## src/rtl/ptzc_pkg.sv

```systemverilog
`default_nettype none

package ptzc_pkg;

  localparam int KIND_W  = 2;
  localparam int DIR_W   = 3;
  localparam int SPEED_W = 4;
  localparam int ANGLE_W = 10;
  localparam int BYTE_W  = 8;
  localparam int MS_W    = 20;
  localparam int PADDR_W = 3;

  localparam logic [KIND_W-1:0] KIND_MOVE = 2'd0;
  localparam logic [KIND_W-1:0] KIND_STOP = 2'd1;
  localparam logic [KIND_W-1:0] KIND_TICK = 2'd2;

  localparam logic [DIR_W-1:0] DIR_TILT_A    = 3'd1;
  localparam logic [DIR_W-1:0] DIR_TILT_B    = 3'd2;
  localparam logic [DIR_W-1:0] DIR_PAN_LEFT  = 3'd3;
  localparam logic [DIR_W-1:0] DIR_PAN_RIGHT = 3'd4;

  localparam logic [SPEED_W-1:0] TILT_LIMIT = 4'd5;
  localparam logic [SPEED_W-1:0] PAN_LIMIT  = 4'd9;
  localparam logic [9:0]         MS_PER_S   = 10'd1000;

  localparam logic [BYTE_W-1:0] SYNC_BYTE = 8'hFF;
  localparam logic [BYTE_W-1:0] CMD_STOP  = 8'h00;

  localparam logic [2:0] FRAME_LAST_IDX = 3'd6;

  localparam logic REG_IDX_DEVICE_ADDRESS = 1'b0;
  localparam logic [BYTE_W-1:0] DEVICE_ADDRESS_RESET = 8'd1;

  function automatic logic [BYTE_W-1:0] dir_cmd(input logic [DIR_W-1:0] dir);
    logic [BYTE_W-1:0] cmd;
    case (dir)
      DIR_TILT_A:    cmd = 8'h10;
      DIR_TILT_B:    cmd = 8'h08;
      DIR_PAN_LEFT:  cmd = 8'h04;
      DIR_PAN_RIGHT: cmd = 8'h02;
      default:       cmd = CMD_STOP;
    endcase
    return cmd;
  endfunction

  // Speed byte floor(speed * 53 / limit) for every legal speed.
  function automatic logic [BYTE_W-1:0] speed_byte(input logic is_pan,
                                                   input logic [SPEED_W-1:0] speed);
    logic [BYTE_W-1:0] sb;
    sb = 8'd0;
    if (is_pan) begin
      case (speed)
        4'd1:    sb = 8'd5;
        4'd2:    sb = 8'd11;
        4'd3:    sb = 8'd17;
        4'd4:    sb = 8'd23;
        4'd5:    sb = 8'd29;
        4'd6:    sb = 8'd35;
        4'd7:    sb = 8'd41;
        4'd8:    sb = 8'd47;
        4'd9:    sb = 8'd53;
        default: sb = 8'd0;
      endcase
    end else begin
      case (speed)
        4'd1:    sb = 8'd10;
        4'd2:    sb = 8'd21;
        4'd3:    sb = 8'd31;
        4'd4:    sb = 8'd42;
        4'd5:    sb = 8'd53;
        default: sb = 8'd0;
      endcase
    end
    return sb;
  endfunction

endpackage

`default_nettype wire

```

## src/rtl/ptzc_if.sv

```systemverilog
`default_nettype none

interface ptzc_in_if
  import ptzc_pkg::*;
();
  logic               valid;
  logic               ready;
  logic [KIND_W-1:0]  kind;
  logic [DIR_W-1:0]   direction;
  logic [SPEED_W-1:0] speed;
  logic [ANGLE_W-1:0] angle;

  modport source (output valid, kind, direction, speed, angle, input ready);
  modport sink (input valid, kind, direction, speed, angle, output ready);
endinterface

interface ptzc_out_if
  import ptzc_pkg::*;
();
  logic              valid;
  logic              ready;
  logic [BYTE_W-1:0] frame_byte;
  logic              status;
  logic              frame_type;
  logic              last;

  modport source (output valid, frame_byte, status, frame_type, last, input ready);
  modport sink (input valid, frame_byte, status, frame_type, last, output ready);
endinterface

`default_nettype wire

```

## src/rtl/ptz_timed_move_commander_core.sv

```systemverilog
// Channel   Role    Handshake               Beat contents
// in_i      sink    valid/ready             kind, direction, speed, angle
// out_o     source  valid/ready             frame_byte, status, frame_type, last
// APB       slave   psel/penable, pready=1  device_address at byte address 0
//
// A move is accepted, runs the shared bit-serial divider, then sends 7 output
// beats, or one reject beat for a bad speed; a stop takes 7 beats; a tick steps
// four countdowns via the shared subtractor, then sends 7 beats per expired one.
// Reset clears all countdowns and sets the device address to 1.
// The output register holds a stalled beat; in_i.ready is high only when idle.
`default_nettype none

module ptz_timed_move_commander_core
  import ptzc_pkg::*;
(
  input  logic               clk_i,
  input  logic               rst_ni,
  ptzc_in_if.sink            in_i,
  ptzc_out_if.source         out_o,
  input  logic               psel,
  input  logic               penable,
  input  logic               pwrite,
  input  logic [PADDR_W-1:0] paddr,
  input  logic [31:0]        pwdata,
  output logic [31:0]        prdata,
  output logic               pready
);

  typedef enum logic [2:0] {
    S_IDLE,
    S_DIV,
    S_TICK,
    S_FRAME,
    S_REJ
  } state_e;

  state_e             state_q;
  logic [BYTE_W-1:0]  addr_q;
  logic [MS_W-1:0]    rem_q [4];
  logic [3:0]         act_q;
  logic [1:0]         slot_q;
  logic [4:0]         step_q;
  logic [3:0]         mask_q;
  logic [MS_W-1:0]    quo_q;
  logic [SPEED_W-1:0] part_q;
  logic [SPEED_W-1:0] speed_q;
  logic [BYTE_W-1:0]  cmd_q;
  logic [BYTE_W-1:0]  pan_q;
  logic [BYTE_W-1:0]  tilt_q;
  logic               ftype_q;
  logic [2:0]         idx_q;
  logic [BYTE_W-1:0]  sum_q;

  logic               ov_q;
  logic [BYTE_W-1:0]  obyte_q;
  logic               ostat_q;
  logic               oftype_q;
  logic               olast_q;

  logic               in_fire;
  logic               out_free;
  logic               dir_ok;
  logic               is_pan;
  logic [SPEED_W-1:0] limit;
  logic               speed_ok;
  logic [3:0]         expire;
  logic [SPEED_W:0]   trial;
  logic [MS_W:0]      sub_a;
  logic [MS_W:0]      sub_b;
  logic [MS_W:0]      sub_diff;
  logic               borrow;
  logic [MS_W-1:0]    quo_next;
  logic [BYTE_W-1:0]  cur_byte;
  logic [3:0]         mask_next;

  assign in_i.ready       = (state_q == S_IDLE);
  assign in_fire          = in_i.valid && in_i.ready;
  assign out_free         = !ov_q || out_o.ready;
  assign out_o.valid      = ov_q;
  assign out_o.frame_byte = obyte_q;
  assign out_o.status     = ostat_q;
  assign out_o.frame_type = oftype_q;
  assign out_o.last       = olast_q;

  assign pready = 1'b1;
  assign prdata = (paddr[PADDR_W-1] == REG_IDX_DEVICE_ADDRESS) ? {24'd0, addr_q} : 32'd0;

  always_comb begin
    dir_ok   = in_i.direction inside {[DIR_TILT_A:DIR_PAN_RIGHT]};
    is_pan   = in_i.direction inside {DIR_PAN_LEFT, DIR_PAN_RIGHT};
    limit    = is_pan ? PAN_LIMIT : TILT_LIMIT;
    speed_ok = (in_i.speed != '0) && (in_i.speed <= limit);
    for (int i = 0; i < 4; i++) begin
      expire[i] = act_q[i] && (rem_q[i][MS_W-1:1] == '0);
    end
  end

  always_comb begin
    trial = {part_q, quo_q[MS_W-1]};
    if (state_q == S_DIV) begin
      sub_a = {{(MS_W-SPEED_W){1'b0}}, trial};
      sub_b = {{(MS_W+1-SPEED_W){1'b0}}, speed_q};
    end else begin
      sub_a = {1'b0, rem_q[slot_q]};
      sub_b = {{MS_W{1'b0}}, 1'b1};
    end
    sub_diff = sub_a - sub_b;
    borrow   = sub_diff[MS_W];
    quo_next = {quo_q[MS_W-2:0], !borrow};
  end

  always_comb begin
    case (idx_q)
      3'd0:    cur_byte = SYNC_BYTE;
      3'd1:    cur_byte = addr_q;
      3'd2:    cur_byte = 8'h00;
      3'd3:    cur_byte = cmd_q;
      3'd4:    cur_byte = pan_q;
      3'd5:    cur_byte = tilt_q;
      default: cur_byte = sum_q;
    endcase
    mask_next = mask_q & (mask_q - 4'd1);
  end

  always_ff @(posedge clk_i or negedge rst_ni) begin
    if (!rst_ni) begin
      state_q <= S_IDLE;
      addr_q  <= DEVICE_ADDRESS_RESET;
      rem_q   <= '{default: '0};
      act_q   <= '0;
      ov_q    <= 1'b0;
    end else begin
      if (psel && penable && pwrite && pready
          && (paddr[PADDR_W-1] == REG_IDX_DEVICE_ADDRESS)) begin
        addr_q <= pwdata[BYTE_W-1:0];
      end

      if (ov_q && out_o.ready) begin
        ov_q <= 1'b0;
      end

      case (state_q)
        S_IDLE: begin
          if (in_fire) begin
            idx_q  <= '0;
            mask_q <= 4'b0001;
            case (in_i.kind)
              KIND_MOVE: begin
                if (dir_ok) begin
                  if (speed_ok) begin
                    quo_q   <= MS_W'(in_i.angle) * MS_W'(MS_PER_S);
                    part_q  <= '0;
                    step_q  <= '0;
                    speed_q <= in_i.speed;
                    slot_q  <= 2'(in_i.direction - DIR_TILT_A);
                    cmd_q   <= dir_cmd(in_i.direction);
                    pan_q   <= is_pan ? speed_byte(is_pan, in_i.speed) : 8'h00;
                    tilt_q  <= is_pan ? 8'h00 : speed_byte(is_pan, in_i.speed);
                    ftype_q <= 1'b0;
                    state_q <= S_DIV;
                  end else begin
                    state_q <= S_REJ;
                  end
                end
              end
              KIND_STOP: begin
                cmd_q   <= CMD_STOP;
                pan_q   <= 8'h00;
                tilt_q  <= 8'h00;
                ftype_q <= 1'b1;
                state_q <= S_FRAME;
              end
              KIND_TICK: begin
                cmd_q   <= CMD_STOP;
                pan_q   <= 8'h00;
                tilt_q  <= 8'h00;
                ftype_q <= 1'b1;
                mask_q  <= expire;
                slot_q  <= '0;
                state_q <= S_TICK;
              end
              default: begin
              end
            endcase
          end
        end

        S_DIV: begin
          quo_q  <= quo_next;
          part_q <= borrow ? trial[SPEED_W-1:0] : sub_diff[SPEED_W-1:0];
          step_q <= step_q + 5'd1;
          if (step_q == 5'(MS_W - 1)) begin
            rem_q[slot_q] <= quo_next;
            act_q[slot_q] <= 1'b1;
            state_q       <= S_FRAME;
          end
        end

        S_TICK: begin
          if (act_q[slot_q]) begin
            if (mask_q[slot_q]) begin
              rem_q[slot_q] <= '0;
              act_q[slot_q] <= 1'b0;
            end else begin
              rem_q[slot_q] <= sub_diff[MS_W-1:0];
            end
          end
          slot_q <= slot_q + 2'd1;
          if (slot_q == 2'd3) begin
            state_q <= (mask_q != '0) ? S_FRAME : S_IDLE;
          end
        end

        S_FRAME: begin
          if (out_free) begin
            ov_q     <= 1'b1;
            obyte_q  <= cur_byte;
            ostat_q  <= 1'b0;
            oftype_q <= ftype_q;
            olast_q  <= (idx_q == FRAME_LAST_IDX) && (mask_next == '0);
            sum_q    <= (idx_q == 3'd0) ? 8'h00 : sum_q + cur_byte;
            if (idx_q == FRAME_LAST_IDX) begin
              idx_q  <= '0;
              mask_q <= mask_next;
              if (mask_next == '0) begin
                state_q <= S_IDLE;
              end
            end else begin
              idx_q <= idx_q + 3'd1;
            end
          end
        end

        S_REJ: begin
          if (out_free) begin
            ov_q     <= 1'b1;
            obyte_q  <= 8'h00;
            ostat_q  <= 1'b1;
            oftype_q <= 1'b0;
            olast_q  <= 1'b1;
            state_q  <= S_IDLE;
          end
        end

        default: begin
          state_q <= S_IDLE;
        end
      endcase
    end
  end

endmodule

`default_nettype wire

```

## src/flat_wrapper.sv

```systemverilog
// flat-port wrapper written by rule: the top's interface ports become plain ports
module ptz_timed_move_commander_core_flat import ptzc_pkg::*;
  (clk_i, rst_ni, psel, penable, pwrite, paddr, pwdata, prdata, pready, in_i_valid, in_i_kind, in_i_direction, in_i_speed, in_i_angle, in_i_ready, out_o_valid, out_o_frame_byte, out_o_status, out_o_frame_type, out_o_last, out_o_ready);
  ptzc_in_if in_i_i ();
  ptzc_out_if out_o_i ();
  input  logic clk_i;
  input  logic rst_ni;
  input  logic psel;
  input  logic penable;
  input  logic pwrite;
  input  logic [PADDR_W-1:0] paddr;
  input  logic [31:0] pwdata;
  output logic [31:0] prdata;
  output logic pready;
  input wire logic [$bits(in_i_i.valid)-1:0] in_i_valid;
  input wire logic [$bits(in_i_i.kind)-1:0] in_i_kind;
  input wire logic [$bits(in_i_i.direction)-1:0] in_i_direction;
  input wire logic [$bits(in_i_i.speed)-1:0] in_i_speed;
  input wire logic [$bits(in_i_i.angle)-1:0] in_i_angle;
  output wire logic [$bits(in_i_i.ready)-1:0] in_i_ready;
  output wire logic [$bits(out_o_i.valid)-1:0] out_o_valid;
  output wire logic [$bits(out_o_i.frame_byte)-1:0] out_o_frame_byte;
  output wire logic [$bits(out_o_i.status)-1:0] out_o_status;
  output wire logic [$bits(out_o_i.frame_type)-1:0] out_o_frame_type;
  output wire logic [$bits(out_o_i.last)-1:0] out_o_last;
  input wire logic [$bits(out_o_i.ready)-1:0] out_o_ready;
  assign in_i_i.valid = in_i_valid;
  assign in_i_i.kind = in_i_kind;
  assign in_i_i.direction = in_i_direction;
  assign in_i_i.speed = in_i_speed;
  assign in_i_i.angle = in_i_angle;
  assign in_i_ready = in_i_i.ready;
  assign out_o_valid = out_o_i.valid;
  assign out_o_frame_byte = out_o_i.frame_byte;
  assign out_o_status = out_o_i.status;
  assign out_o_frame_type = out_o_i.frame_type;
  assign out_o_last = out_o_i.last;
  assign out_o_i.ready = out_o_ready;
  ptz_timed_move_commander_core u_core (.clk_i(clk_i), .rst_ni(rst_ni), .in_i(in_i_i), .out_o(out_o_i), .psel(psel), .penable(penable), .pwrite(pwrite), .paddr(paddr), .pwdata(pwdata), .prdata(prdata), .pready(pready));
endmodule
```

## config.mk

```make
export PLATFORM = sky130hd
export DESIGN_NAME = ptz_timed_move_commander_core_flat
export DESIGN_NICKNAME = d
export VERILOG_FILES = /design/src/rtl/ptzc_pkg.sv /design/src/rtl/ptzc_if.sv /design/src/rtl/ptz_timed_move_commander_core.sv /design/src/flat_wrapper.sv
export SDC_FILE = /design/constraint.sdc
export NUM_CORES = 1
export LEC_CHECK = 0
export CELL_PAD_IN_SITES_DETAIL_PLACEMENT = 1
export CELL_PAD_IN_SITES_GLOBAL_PLACEMENT = 1
export CORE_UTILIZATION = 35
export DETAILED_ROUTE_END_ITERATION = 6
export DONT_BUFFER_PORTS = 1
export GPL_TIMING_DRIVEN = 1
export PLACE_DENSITY_LB_ADDON = 0.1
export SLEW_MARGIN = 15
export SYNTH_ARGS = -nofsm -noshare
export SYNTH_HDL_FRONTEND = slang
export SYNTH_SLANG_ARGS = --single-unit
```

## constraint.sdc

```tcl
create_clock -name clk_i -period 13 [get_ports clk_i]
set_input_delay 3.25 -clock clk_i [delete_from_list [all_inputs] [get_ports clk_i]]
set_output_delay 3.25 -clock clk_i [all_outputs]
set_load 0.005 [all_outputs]
```

==> results of run 1 <==
-- path summary, 6_finish.rpt --
check / slack [ns] / endpoint / from
setup reg to reg: 8.80 / u_core.rem_q[48] / u_core.state_q[1]
max in group asynchronous: 10.28 / u_core.rem_q[15] / rst_ni
min in group asynchronous: 2.49 / u_core.addr_q[2] / rst_ni
hold / removal: 0.49 / u_core.rem_q[40] / u_core.rem_q[40]
hold reg to reg: 0.49 / u_core.rem_q[40] / u_core.rem_q[40]
setup / recovery: 5.92 / u_core.quo_q[19] / in_i_angle[5]
-- power groups by stage --
stage | Sequential [mW] | Combinational [mW] | Clock (mW)
floorplan | 0.874 | 1.26 | 0
global placement | 0.949 | 1.62 | 0
detailed placement | 0.950 | 1.64 | 0
CTS | 0.940 | 1.66 | 0.516
global route | 0.960 | 1.84 | 0.537
finish | 0.941 | 1.64 | 0.503
-- cells in the final DEF (no fill, tap or decap), types with 12 or more instances in the layout --
cell	n
mux4_2	19
fa_1	31
o21ai_0	79
o221ai_1	23
mux2_2	12
nor2b_1	28
conb_1	25
a21oi_1	43
ha_1	74
edfxtp_1	75
nand2_1	146
clkbuf_16	17
xor2_1	14
a22oi_1	26
buf_4	13
dfrtp_1	95
nor2_1	68
nand3_1	16
xnor2_1	19
nor4_1	16
inv_1	68
and2_1	12
-- cells by family after synthesis --
group	after synthesis	share of synthesized area, %
AOI/OAI and AO/OA	257	15.3
xor gates and xnor gates	33	2.55
adders and majority gates	106	13.7
buffers and inverters	147	5.99
DFF	171	41.1
muxes	39	6.11
other	2	0.0663
and+or+nand+nor	351	15.1
-- final cells by class --
type                       instances  share of cell area [%]
multi-input combinational        811                    50.2
timing repair buffer              13                   0.801
inverter                          68                    2.10
clock inverter                    15                    1.10
sequential                       171                    38.2
clock buffer                      17                    3.49
tap                              402                    4.13
-- flip-flops by register name, indices dropped and copies added, names as in the netlist, named ones only --
name / cells
u_core.sum_q: 8
u_core.step_q: 5
u_core.out_o.frame_type: 1
u_core.pan_q: 6
u_core.speed_q: 4
u_core.mask_q: 4
u_core.slot_q: 2
u_core.out_o.valid: 1
u_core.rem_q: 80
u_core.ftype_q: 1
u_core.state_q: 3
u_core.out_o.frame_byte: 8
u_core.idx_q: 3
u_core.out_o.last: 1
u_core.tilt_q: 3
u_core.out_o.status: 1
u_core.cmd_q: 4
u_core.addr_q: 8
u_core.quo_q: 20
u_core.part_q: 4
-- tightest hold or removal path, stage by stage, from the launching register on --
cell	delay, ns
dfrtp_1	0.34
nand2_1	0.05
o221ai_1	0.06
-- metrics by stage --
stage                     area [µm²]  instances  power [mW]  util (%)  hold WS (ns)
after global placement         11600       1465        2.57      36.6         0.468
after global routing           12200       1497        3.34      38.4         0.525
after CTS                      12200       1497        3.11      38.4         0.498
final                          12200       1497        3.08      38.4         0.492
after floorplan                11400       1129        2.13         -         0.451
after detailed placement       11600       1465        2.59      36.6         0.476
-- per-layer routing --
layer	up-vias	track usage [%]	wire length, µm	part of all wire (%)
met5	-	0	0	0
met1	4209	27.9	15700	48
met4	0	6.86	753	2.3
li1	3894	-	-	-
met3	33	3.21	1040	3.1
met2	162	34.0	15400	47
==> results.py, run 1 <==
metrics = {
    "synthesis": {
        "synth_enable_flop_cells": 75,
        "ys_warn_count": 0,
        "synthTopCellsByCount": "nand2_1 (146), dfrtp_1 (95), o21ai_0 (79)",
        "seq_area_frac_synth_pct": 41.1,
        "synth_area_per_cell_um2": 10.2,
        "yosysTopAreaCellShare_pct": 21.0,
        "netlist_area_um2": 11300,
        "ys_types": 84,
        "synth_largest_area_cell": "dfrtp_1",
        "netlist_instances": 1106,
        "ys_ff_latch": 171,
        "synth-async-reset-ratio_pct": 56.1,
        "synthFlopType": "dfrtp_1",
        "yosysMostFrequentCell": "nand2_1",
        "synth.area.top_cells": "dfrtp_1 (21%), edfxtp_1 (20%), ha_1 (8.2%)",
    },
    "power_and_ir_drop": {
        "ir_worst_vdd_mv": 0.137,
        "cell_internal_pwr_mw": 1.67,
        "power_frac_seq_pct": 30.5,
        "p_per_area_nw_per_um2": 253,
        "power_frac_comb_pct": 53.2,
        "switching_share_pct": 45.7,
        "pwr-share-clk_pct": 16.3,
        "p_leak_nw": 5.06,
        "switching_power_mw": 1.41,
    },
    "setup_path": {
        "cp.depth": 13,
        "ff2ff_path_depth": 12,
        "cpLargestDelayFamily": "adder cells",
        "cp.required_ns": 13.19,
        "startpoint_type": "primary input",
        "crit_path_max_incr_delay_ns": 0.54,
        "crit_slowest_cell": "fa_1",
        "crit_path_frequent_cell": "fa_1",
        "path_buf_inv": 2,
        "worstSetupPathType": "primary input to flip-flop",
        "cp.arrival_ns": 7.27,
        "path_max_fanout": 4,
        "crit_chain": "inv_1 -> fa_1 -> fa_1 -> fa_1 -> fa_1 -> inv_1 -> ha_1 -> o21ai_0 -> a21boi_0 -> nand4_1 -> o311ai_0 -> xnor2_1 -> o21ai_0",
        "cp-end-kind": "flip-flop",
    },
    "placement": {
        "io_buffers": 0,
        "gp_congestion": 0.823,
        "pre_cts_slack_ns": 5.41,
        "place_hpwl_um": 24000,
    },
    "floorplan": {
        "rows": 65,
        "dieHeight_um": 182,
        "ioPinCount": 107,
        "core_area_um2": 31700,
        "initial_utilization_pct": 35.7,
        "die_w_um": 182,
        "die_area_um2": 33100,
    },
    "timing": {
        "finalHoldViolCount": 0,
        "finClkSkew_ns": 0.00951,
        "setup_ws_ns": 5.92,
        "rsz0062_at_grt": "no",
        "tightest_slew_ns": 0.995,
        "fin_setup_tns_ns": 0,
        "setup_violations": 0,
        "fin_crit_sh_pct": 54.5,
        "fin_crit_ns": 7.08,
        "relSlewSlack_pct": 33.4,
        "slew_violations": 0,
        "timing.fmax_mhz": 141,
    },
    "layout": {
        "area_growth_pct": 7.58,
        "antennaDiodeCount": 0,
        "drive_gt1_share_pct": 9.32,
        "multi_input_area_um2": 6110,
        "layout.nets": 1248,
        "final.fill_count": 3551,
        "seqCellArea_um2": 4660,
    },
    "run_status": {
        "outcome": "finished clean",
    },
    "grt": {
        "grt_pass1_wl_um": 52000,
        "antenna_found_initial": 0,
        "gr-total-overflow": 0,
        "grt_pass1_vias": 8785,
        "grt_max_degree": 102,
        "grt_usage_pct": 20.7,
    },
    "drt": {
        "drt.antenna.violating_nets": 0,
        "via_per_inst": 5.54,
        "routed_wirelength_um": 32900,
        "routed-via-count": 8298,
        "dr.pass1.iters": 4,
        "dr.first_iter.drc_count": 507,
        "route.detailed.drc": 0,
        "wl_per_cell_um": 22.0,
    },
    "clock_tree": {
        "cts_max_level": 4,
        "cts_root_buffer": "clkbuf_16",
        "cts_sinks": 171,
        "hold_buffers": 0,
        "clockBufferDepth": 2,
        "cts_tree": "built",
        "clk-insertion-delay-late_ns": 0.45,
        "cts.reportedPaths.clkPinSlew_ns": 0.08,
        "cts_setup_buffers": 0,
        "postCtsResizedCells": 0,
        "cts_buffers": 17,
    },
    "hold_path": {
        "hold_path_class": "flip-flop to flip-flop",
        "min_path_cells": 2,
    },
    "run": {
        "maxCapViolCount": 0,
    },
}
Note: power is estimated with default switching activity, not from simulation.
==> run 2, diff against run 1 <==
==> constraint.sdc (replaced) <==
create_clock -name clk_i -period 5.99 [get_ports clk_i]
set_input_delay 1.4975 -clock clk_i [delete_from_list [all_inputs] [get_ports clk_i]]
set_output_delay 1.4975 -clock clk_i [all_outputs]
set_load 0.005 [all_outputs]
==> run 2 against run 1 <==
  * Clock power rose by 120%
  * Count of clock-buffer cells in the layout unchanged
  * Clock skew up 0.012 ns
  * Sequential share of layout area fell by 0.11 points
  * Final cell count rose by 0.13%
  * Sequential power grew 120%
  * Setup slack lost 5.1 ns
  * Register-to-register slack got worse by 6.8 ns
  * Die area stayed put
==> results.py, run 2 (synthesized netlist as in run 1, its figures left out) <==
metrics = {
    "timing": {
        "hold-worst-slack_ns": 0.509,
        "tightest_slew_ns": 1.01,
        "timing.fmax_mhz": 192,
        "slew_violations": 0,
        "setup_ws_ns": 0.792,
        "relSlewSlack_pct": 32.7,
        "rsz0062_at_grt": "no",
        "fin_crit_ns": 5.20,
        "finalHoldViolCount": 0,
        "fin_crit_sh_pct": 86.8,
        "setup_violations": 0,
        "finClkSkew_ns": 0.0217,
        "fin_setup_tns_ns": 0,
    },
    "placement": {
        "place_hpwl_um": 24400,
        "io_buffers": 0,
        "gp_congestion": 0.822,
        "place_area_um2": 11600,
        "pre_cts_slack_ns": 0.269,
    },
    "layout": {
        "layout_common_cells": "nand2_1 (146), dfrtp_1 (95), o21ai_0 (79), edfxtp_1 (75), ha_1 (74)",
        "drive_gt1_share_pct": 9.48,
        "layout_commonest_cell": "nand2_1",
        "seqCellArea_um2": 4660,
        "layout.nets": 1250,
        "final.fill_count": 3556,
        "final_area_um2": 12200,
        "antennaDiodeCount": 0,
        "multi_input_area_um2": 6120,
        "top_register": "u_core.rem_q",
        "largest_reg_flops": 80,
        "largestRegisters": "u_core.rem_q (80), u_core.quo_q (20)",
        "area_growth_pct": 7.88,
    },
    "setup_path": {
        "timing.rr.start": "u_core.state_q[1]",
        "r2r-end": "u_core.rem_q[48]",
        "path_max_fanout": 4,
        "cp-end-kind": "flip-flop",
        "startpoint_type": "primary input",
        "r2r_slack_ns": 1.96,
        "cp.required_ns": 6.18,
        "worstSetupPathType": "primary input to flip-flop",
        "cp.arrival_ns": 5.38,
        "ff2ff_path_depth": 11,
    },
    "clock_tree": {
        "clk-insertion-delay-late_ns": 0.47,
        "cts_sinks": 171,
        "cts.reportedPaths.clkPinSlew_ns": 0.07,
        "cts_tree": "built",
        "cts_buffers": 17,
        "cts_setup_buffers": 0,
        "hold_buffers": 0,
        "clockBufferDepth": 2,
        "postCtsResizedCells": 0,
        "cts_max_level": 4,
        "cts_root_buffer": "clkbuf_16",
    },
    "drt": {
        "routed-via-count": 8406,
        "drt.antenna.violating_nets": 0,
        "wl_per_cell_um": 22.2,
        "dr.first_iter.drc_count": 495,
        "routed_wirelength_um": 33200,
        "route.detailed.drc": 0,
        "via_per_inst": 5.61,
        "dr.pass1.iters": 4,
    },
    "grt": {
        "grt_usage_pct": 21.3,
        "grt_pass1_wl_um": 53200,
        "grt_max_degree": 102,
        "antenna_found_initial": 0,
        "grt_pass1_vias": 8966,
        "gr-total-overflow": 0,
        "met2_usage_pct": 35.4,
        "busiest_layer": "met2",
        "grtUsageMet3_pct": 3.47,
        "gr-usage-met1_pct": 28.5,
    },
    "run_status": {
        "outcome": "finished clean",
    },
    "hold_path": {
        "worstHoldEndpoint": "u_core.rem_q[60]",
        "min_path_cells": 2,
        "worstHoldStart": "u_core.rem_q[60]",
        "hold_path_class": "flip-flop to flip-flop",
    },
    "floorplan": {
        "die_w_um": 182,
        "initial_utilization_pct": 35.7,
        "die_area_um2": 33100,
        "core_area_um2": 31700,
        "dieHeight_um": 182,
        "ioPinCount": 107,
        "rows": 65,
    },
    "power_and_ir_drop": {
        "power_mw": 6.77,
        "ir_worst_vdd_mv": 0.331,
        "p_per_area_nw_per_um2": 554,
        "p_leak_nw": 5.10,
    },
    "run": {
        "maxCapViolCount": 0,
    },
}
## run 2: how the worst max path moves through the flow
stage                   from          endpoint  slack, ns  cells past startpoint
6_report       in_i_angle[5]  u_core.quo_q[19]       0.79                     13
5_1_grt        in_i_angle[5]  u_core.quo_q[19]       0.56                     13
4_1_cts        in_i_angle[5]  u_core.quo_q[19]       0.76                     13
3_5_place_dp   in_i_angle[5]  u_core.quo_q[19]       0.27                     13
3_3_place_gp   in_i_angle[5]  u_core.quo_q[19]       0.28                     13
2_1_floorplan  in_i_angle[5]  u_core.quo_q[19]       0.66                     13
## run 2: layout make-up
class	instances	area share, %
clock buffer	17	3.48
clock inverter	15	1.18
inverter	68	2.09
multi-input combinational	811	50.1
sequential	171	38.1
tap	402	4.12
timing repair buffer	15	0.922
## run 2: per-layer routing
metal	up-vias	share of wire, %
met2	163	48
met4	0	1.7
met5	-	0
met1	4323	47
met3	27	3.3
li1	3893	-
## run 2: stage by stage
step           util (%)  instances
3_5_place_dp       36.7       1467
2_1_floorplan         -       1129
6_report           38.5       1499
5_1_grt            38.5       1499
3_3_place_gp       36.7       1467
4_1_cts            38.5       1499
## run 2: critical path, stage by stage
cell      delay [ns]
inv_1           0.21
fa_1            0.49
fa_1            0.54
fa_1            0.44
fa_1            0.52
inv_1           0.04
ha_1            0.31
o21ai_0         0.12
a21boi_0        0.30
nand4_1         0.18
o311ai_0        0.43
xnor2_1         0.20
o21ai_0         0.10
## run 2: report_power, final
part           switching [mW]  total [mW]  leakage (nW)  internal, mW
registers               0.347        2.04          1.98          1.70
clock network           0.563        1.12         0.277         0.555
logic                    2.20        3.60          2.84          1.40
total                    3.11        6.77          5.10          3.65
==> run 3, diff against run 2 <==
==> constraint.sdc (replaced) <==
create_clock -name clk_i -period 4.2 [get_ports clk_i]
set_input_delay 1.05 -clock clk_i [delete_from_list [all_inputs] [get_ports clk_i]]
set_output_delay 1.05 -clock clk_i [all_outputs]
set_load 0.005 [all_outputs]
==> run 3 against run 2 <==
  * Largest power group unchanged
  * Largest cell class unchanged
  * Count of clock-buffer cells in the layout up 2
  * Critical endpoint unchanged
  * The flow now finishes with violations (setup timing)
  * Hold slack got worse by 0.21 ns
  * Sequential cell count stayed put
  * Wire length is 1.8% higher
  * Power up 53%
  * Non-clock buffer count rose by 45
  * Global-route usage up 0.13 points
  * Setup slack got worse by 0.84 ns
  * Final cell count up 3.0%
==> results.py, run 3 (synthesized netlist as in run 1, its figures left out) <==
metrics = {
    "timing": {
        "setup_violations": 2,
        "finalHoldViolCount": 0,
        "relSlewSlack_pct": 26.9,
        "rsz0062_at_grt": "yes",
        "timing.fmax_mhz": 235,
        "tightest_slew_ns": 1.09,
        "fin_crit_sh_pct": 101,
        "fin_crit_ns": 4.25,
        "fin_setup_tns_ns": -0.0716,
        "setup_ws_ns": -0.0484,
        "slew_violations": 0,
        "finClkSkew_ns": 0.0155,
    },
    "drt": {
        "dr.pass1.iters": 5,
        "routed-via-count": 8460,
        "route.detailed.drc": 0,
        "drt.antenna.violating_nets": 0,
        "wl_per_cell_um": 21.9,
        "via_per_inst": 5.48,
        "routed_wirelength_um": 33800,
        "dr.first_iter.drc_count": 455,
    },
    "setup_path": {
        "startpoint_type": "primary input",
        "cp.arrival_ns": 4.43,
        "crit_chain": "clkinvlp_4 -> fa_1 -> fa_1 -> fa_1 -> fa_1 -> inv_1 -> ha_4 -> o21ai_4 -> a21boi_2 -> nand4_1 -> o311ai_2 -> xnor2_1 -> o21ai_1",
        "cp.required_ns": 4.38,
        "crit_path_frequent_cell": "fa_1",
        "path_max_fanout": 4,
        "cp-end-kind": "flip-flop",
        "crit_slowest_cell": "fa_1",
        "worstSetupPathType": "primary input to flip-flop",
        "crit_path_max_incr_delay_ns": 0.56,
    },
    "clock_tree": {
        "cts_buffers": 17,
        "cts_root_buffer": "clkbuf_16",
        "cts_tree": "built",
        "cts.reportedPaths.clkPinSlew_ns": 0.06,
        "cts_sinks": 171,
        "cts_max_level": 4,
        "hold_buffers": 0,
        "clk-insertion-delay-late_ns": 0.45,
        "clockBufferDepth": 2,
    },
    "hold_path": {
        "hold_path_class": "primary input to asynchronous set/reset pin",
    },
    "power_and_ir_drop": {
        "cell_internal_pwr_mw": 5.71,
        "p_per_area_nw_per_um2": 815,
        "power_frac_seq_pct": 27.7,
        "pwr-share-clk_pct": 14.8,
        "switching_power_mw": 4.65,
        "switching_share_pct": 44.9,
        "power_frac_comb_pct": 57.5,
        "p_leak_nw": 5.30,
        "ir_worst_vdd_mv": 0.369,
    },
    "floorplan": {
        "dieHeight_um": 182,
        "core_area_um2": 31700,
        "die_area_um2": 33100,
        "rows": 65,
        "die_w_um": 182,
        "ioPinCount": 107,
        "initial_utilization_pct": 35.7,
    },
    "grt": {
        "antenna_found_initial": 1,
        "grt_pass1_vias": 8950,
        "gr-usage-met1_pct": 26.8,
        "grt_usage_pct": 21.4,
        "grtUsageMet3_pct": 3.71,
        "gr-total-overflow": 0,
        "grt_max_degree": 102,
        "met2_usage_pct": 38.0,
        "grt_pass1_wl_um": 53700,
        "busiest_layer": "met2",
    },
    "layout": {
        "drive_gt1_share_pct": 15.1,
        "final.fill_count": 3570,
        "layout.nets": 1295,
        "top_register": "u_core.rem_q",
        "largest_reg_flops": 80,
        "largestRegisters": "u_core.rem_q (80), u_core.quo_q (20)",
        "final_area_um2": 12700,
        "antennaDiodeCount": 0,
        "layout_commonest_cell": "nand2_1",
        "fin_util_pct": 40.1,
        "area_growth_pct": 12.3,
        "layout_common_cells": "nand2_1 (146), dfrtp_1 (95), edfxtp_1 (75), o21ai_0 (73), ha_1 (69)",
    },
    "placement": {
        "place_area_um2": 12100,
        "gp_congestion": 0.822,
        "place_hpwl_um": 25500,
        "io_buffers": 0,
    },
    "run_status": {
        "outcome": "finished with violations",
        "violations": "setup timing",
    },
    "run": {
        "maxCapViolCount": 0,
    },
}
run 3: changes by cell type in the layout (fill, tap and decap cells not counted), moves of 3 or more:
cell	change
buf_4	+44
inv_1	-7
inv_8	-6
o21ai_0	-6
clkinvlp_4	+5
ha_1	-5
ha_4	+5
a21oi_1	-4
inv_4	+4
o21ai_1	+4
a21oi_2	+3
inv_2	+3
run 3: path summary, 6_finish.rpt:
path,end,cells past startpoint,startpoint,slack (ns)
max reg2reg,u_core.rem_q[58],11,u_core.slot_q[0],0.31
max,u_core.quo_q[19],13,in_i_angle[3],-0.05
min,u_core.out_o.valid,0,rst_ni,0.30
min reg2reg,u_core.rem_q[40],2,u_core.rem_q[40],0.50
min in group clk_i,u_core.rem_q[40],2,u_core.rem_q[40],0.50
max in group asynchronous,u_core.rem_q[63],0,rst_ni,3.67
run 3: power groups by stage:
stage	clock [mW]	sequential [mW]	combinational, mW
floorplan	0	2.70	4.11
global placement	0	2.90	5.77
detailed placement	0	2.90	5.85
CTS	1.56	2.87	5.94
global route	1.62	2.93	6.64
finish	1.53	2.87	5.96
run 3: stage by stage:
step	cells	setup slack, ns	power, mW	hold WS, ns
after floorplan	1129	-0.348	6.81	0.451
after global placement	1507	-0.504	8.67	0.473
after detailed placement	1507	-0.570	8.75	0.487
after CTS	1542	-0.0343	10.4	0.279
after global routing	1544	-0.236	11.2	0.279
final	1544	-0.0484	10.4	0.302
run 3: per-layer routing:
layer,part of all wire (%),wire length [µm]
met5,0.038,13
met4,1.6,530
met3,3.5,1180
met2,51,17400
met1,43,14700
run 3: what timing repair did:
action	4_1_cts	5_1_grt
hold endpoints to repair	0	0
resized for setup	3	7
endpoints found under the setup margin	4	8
pin swaps	9	4
buffers inserted	3	2
run 3: layout make-up:
class / count / area [µm²] / area share, %
timing repair buffer: 60 / 463 / 3.64
inverter: 68 / 270 / 2.13
tap: 402 / 503 / 3.96
clock inverter: 13 / 114 / 0.896
sequential: 171 / 4660 / 36.6
clock buffer: 19 / 433 / 3.41
multi-input combinational: 811 / 6270 / 49.3
run 3: critical path: cells and delay by family:
family,cells,cell delay [ns]
adders and majority gates,5,2.24
AOI/OAI and AO/OA,4,0.58
and+or+nand+nor,1,0.19
xor gates and xnor gates,1,0.19
buffers and inverters,2,0.18
